**src/ffre_pkg.sv**
```systemverilog
// shared types and constants for the frame flip / rotate engine
// no dependencies
`timescale 1ns / 1ps

package ffre_pkg;

  localparam int CFG_DIM_W  = 9;
  localparam int CFG_MODE_W = 3;
  localparam int CFG_DATA_W = 9;
  localparam int CFG_IDX_W  = 2;

  localparam logic [CFG_IDX_W-1:0] REG_FRAME_WIDTH    = 2'd0;
  localparam logic [CFG_IDX_W-1:0] REG_FRAME_HEIGHT   = 2'd1;
  localparam logic [CFG_IDX_W-1:0] REG_TRANSFORM_MODE = 2'd2;

  localparam logic [CFG_DIM_W-1:0] DIM_RESET = 9'd256;

  localparam logic [CFG_MODE_W-1:0] MODE_FLIP_V  = 3'd0;
  localparam logic [CFG_MODE_W-1:0] MODE_FLIP_H  = 3'd1;
  localparam logic [CFG_MODE_W-1:0] MODE_ROT_90  = 3'd2;
  localparam logic [CFG_MODE_W-1:0] MODE_ROT_180 = 3'd3;
  localparam logic [CFG_MODE_W-1:0] MODE_ROT_270 = 3'd4;

  localparam logic KIND_LOAD  = 1'b0;
  localparam logic KIND_FETCH = 1'b1;

  typedef struct packed {
    logic       kind;
    logic [7:0] red_in;
    logic [7:0] green_in;
    logic [7:0] blue_in;
  } in_item_t;

  typedef struct packed {
    logic [7:0] red_out;
    logic [7:0] green_out;
    logic [7:0] blue_out;
    logic [7:0] out_col;
    logic [7:0] out_row;
    logic       frame_last;
    logic       status;
  } out_item_t;

  typedef struct packed {
    logic load;
    logic fetch;
    logic read;
    logic emit;
  } ctrl_cmd_t;

endpackage

```
**src/ffre_ctrl.sv**
```systemverilog
// controller state machine: sequences load, fetch, store read and result strobe
// depends on ffre_pkg
`timescale 1ns / 1ps

module ffre_ctrl
  import ffre_pkg::*;
(
  input  logic      clk,
  input  logic      rst,
  input  logic      start,
  input  logic      kind,
  output logic      busy,
  output ctrl_cmd_t cmd
);

  typedef enum logic [1:0] {
    ST_IDLE,
    ST_READ,
    ST_EMIT
  } state_t;

  state_t state;

  assign busy = (state != ST_IDLE);

  always_comb begin
    cmd       = '0;
    cmd.load  = (state == ST_IDLE) && start && (kind == KIND_LOAD);
    cmd.fetch = (state == ST_IDLE) && start && (kind == KIND_FETCH);
    cmd.read  = (state == ST_READ);
    cmd.emit  = (state == ST_EMIT);
  end

  always_ff @(posedge clk) begin
    if (rst) begin
      state <= ST_IDLE;
    end else begin
      unique case (state)
        ST_IDLE: begin
          if (start && (kind == KIND_FETCH)) state <= ST_READ;
        end
        ST_READ: state <= ST_EMIT;
        ST_EMIT: state <= ST_IDLE;
        default: state <= ST_IDLE;
      endcase
    end
  end

endmodule

```
**config.mk**
```make
export PLATFORM = sky130hd
export DESIGN_NAME = ffre_ctrl
export DESIGN_NICKNAME = d
export VERILOG_FILES = /design/src/ffre_pkg.sv /design/src/ffre_ctrl.sv
export SDC_FILE = /design/constraint.sdc
export NUM_CORES = 1
export LEC_CHECK = 0
export BUFFER_PORTS_ARGS = -buffer_cell sky130_fd_sc_hd__buf_2
export CAP_MARGIN = 0
export CORE_AREA = 2 2 39 41
export CTS_CLUSTER_SIZE = 16
export DETAILED_ROUTE_END_ITERATION = 16
export DIE_AREA = 0 0 41 43
export PLACE_DENSITY_LB_ADDON = 0.05
export SLEW_MARGIN = 20
export SYNTH_ARGS = -nofsm -noshare
export SYNTH_HDL_FRONTEND = slang
export SYNTH_SLANG_ARGS = --single-unit
```
**constraint.sdc**
```tcl
create_clock -name clk -period 0.8 [get_ports clk]
set_input_delay 0.08 -clock clk [delete_from_list [all_inputs] [get_ports clk]]
set_output_delay 0.08 -clock clk [all_outputs]
set_load 0.01 [all_outputs]
```
==> summary.txt <==
Synthesis
  – Post-synthesis mux area share: 0%
  – Post-Synth XOR/XNOR Area: 0%
  – Post-Syn Area per Cell: 10.0 µm²
  – Post-synth EDFFs: 0
  – Yosys reg bits: 2
  – Post-synth top area share: 40.0%
  – Synth Area in Adders: 0%
  – Yosys synthesis warning count: 0
  – Synth Net Count: 14
  – Syn Std Cell Area: 100 µm²
  – Gate Count Post-Synth: 10
  – Synth async-reset ratio: 0%
  – Main area contributors after synthesis: dfxtp_1 40%, nor2b_1 13%, nor3b_2 13%, nor3_2 10%, and2b_2 8.8%
  – Yosys cell types: 8
  – Cell accounting for the most synthesized area: dfxtp_1
  – Most frequent cells after synthesis: 2 x dfxtp_1, 2 x nor2b_1
  – Synth Area in Compound Gates: 0%
  – Main combinational cell family by area after synthesis: simple AND/OR/NAND/NOR gates
  – Simple-Gate Fraction of Synth Area: 60.0%
  – Synth Flop Type: dfxtp_1
  – Seq/Total Area, Yosys: 40.0%

Setup path
  – Kind of critical path: reg2out
  – Worst path bufs/invs: 1
  – Worst setup EP type: primary output
  – Critical Path Fanout Max: 4
  – Data required time at the worst endpoint: 720 ps
  – Family with the most delay on the worst path: simple AND/OR/NAND/NOR gates
  – Max incr delay on CP: 300 ps
  – Worst path slowest cell: dfxtp_1
  – CP Cell Sequence: or2_4, nor3b_4, buf_2
  – Worst path arrival time: 1090 ps
  – Type of origin of the critical path: flop

Die
  – Die Y: 43 µm
  – IO Pins: 9
  – Die area: 1760 µm²
  – Starting Density: 7.23%
  – Width of the die: 41 µm
  – Row Count: 14
  – Core area: 1380 µm²

Clocking
  – Max clock buf depth: 2
  – Clock sinks: 2
  – Worst-path clk slew: 30 ps
  – CTS tree: yes
  – Post-CTS Setup Repair Bufs: 0
  – Worst-Skew Late Latency: 220 ps
  – Htree depth: 1
  – Clock root cell: clkbuf_4
  – CTS buffer count: 3

Placement
  – Buffers added on ports: 8
  – Post-Place Worst Slack: -142 ps
  – RD Place Congestion: 0.508

Drt
  – DR vias/cell: 2.72
  – Router iterations before antenna repair: 3
  – Final WL: 284 µm
  – # DRC: 0
  – Antenna viol nets, final: 0
  – Via count: 106
  – Wirelength per Cell: 7.28 µm
  – Initial drt markers: 1

STA
  – Final setup vio count: 6
  – Final worst slack: -371 ps
  – Peak Freq: 854 MHz
  – RSZ-0062 raised after global routing: yes
  – Final Hold Violating Endpoints: 0
  – Slew @ Worst Pin: 129 ps
  – Final slew viol count: 0
  – Fin crit share: 146%
  – Minimum clock period after layout: 1170 ps
  – Worst clock skew: 0.508 ps
  – Worst rel slew slack: 91.4%

Power and ir drop
  – Cell Pwr Density: 1890 nW/µm²
  – Leakage: 0.108 nW
  – Total chip power: 0.000388 W
  – Peak VDD IR: 0.000577 V

Layout
  – Max FFs per register: 2
  – Share of cells above drive strength 1: 78.3%
  – Area grow syn2layout: 105%
  – Filler Cell Count: 168
  – Ant diodes: 0
  – Nets: 29
  – Top reg by flops: state
  – Top flop regs: state: 2 flops

Global route
  – Vias in the first global route: 118
  – Initial antenna violation count: 0
  – First-pass GRT wire length: 407 µm
  – GRT Residual Overflow: 0
  – Largest net degree at the start of global routing: 5
  – GR Util All Layers: 4.11%

Run status
  – Outcome: finished, violations left
  – Violated checks: negative setup slack

Hold path
  – Hold Crit Class: in2reg

Run
  – Max-cap viol count: 0
[placed cells by master, fill, tap and decap left out]
cell type,instances
dfxtp_1,1
nor2b_1,2
dfxtp_2,1
buf_2,8
nor2_1,1
nor3_2,1
or2_4,1
buf_4,2
nand2_1,1
clkbuf_4,3
nor3b_4,1
and2b_2,1
[final cells by class]
class	count	area (µm²)	share of cell area, %
Tap cell	16	20.0	9.76
Timing Repair Buffer	10	55.1	26.8
Multi-Input combinational cell	8	66.3	32.3
Sequential cell	2	41.3	20.1
Clock buffer	3	22.5	11.0
[final timing paths]
check	start	to	slack, ps	cells past startpoint
worst min register to register	state[1]	state[1]	540	2
worst max-delay path	state[0]	cmd[3]	-370	3
worst max register to register	state[0]	state[0]	-110	3
worst min-delay path	rst	state[1]	40	2
[cells by family after synthesis]
group / after synthesis
and+or+nand+nor: 8
DFF: 2
[metrics by stage]
step | cell area [µm²] | utilization (%) | setup TNS, ps | hold WS [ps] | cells
after floorplan | 106 | - | -99.5 | 150 | 10
after global placement | 181 | 13.1 | -388 | 277 | 36
after detailed placement | 181 | 13.1 | -352 | 275 | 36
after CTS | 204 | 14.7 | -1580 | 34.5 | 39
after global routing | 205 | 14.8 | -1830 | 37.2 | 39
final | 205 | 14.8 | -1460 | 40.5 | 39
[report_power, final]
group	switching, W	internal [W]	leakage (nW)
Clock	0.0000545	0.000165	0.0138
Sequential	0.00000195	0.000104	0.0168
Combinational	0.0000277	0.0000339	0.0777
[layer usage]
layer  global-route usage [%]  vias to the layer above  share of wire [%]
met5                        0                        -                  0
met3                     6.28                        0                 13
li1                         -                       59                  -
met4                     2.00                        0                  0
met1                     3.51                       43                 42
met2                     4.69                        4                 45
[timing repair]
item	in CTS	in global routing
gates resized for setup	0	1
hold buffers	0	0
setup endpoints to repair	7	7
Power figures use the tool's default switching activity.
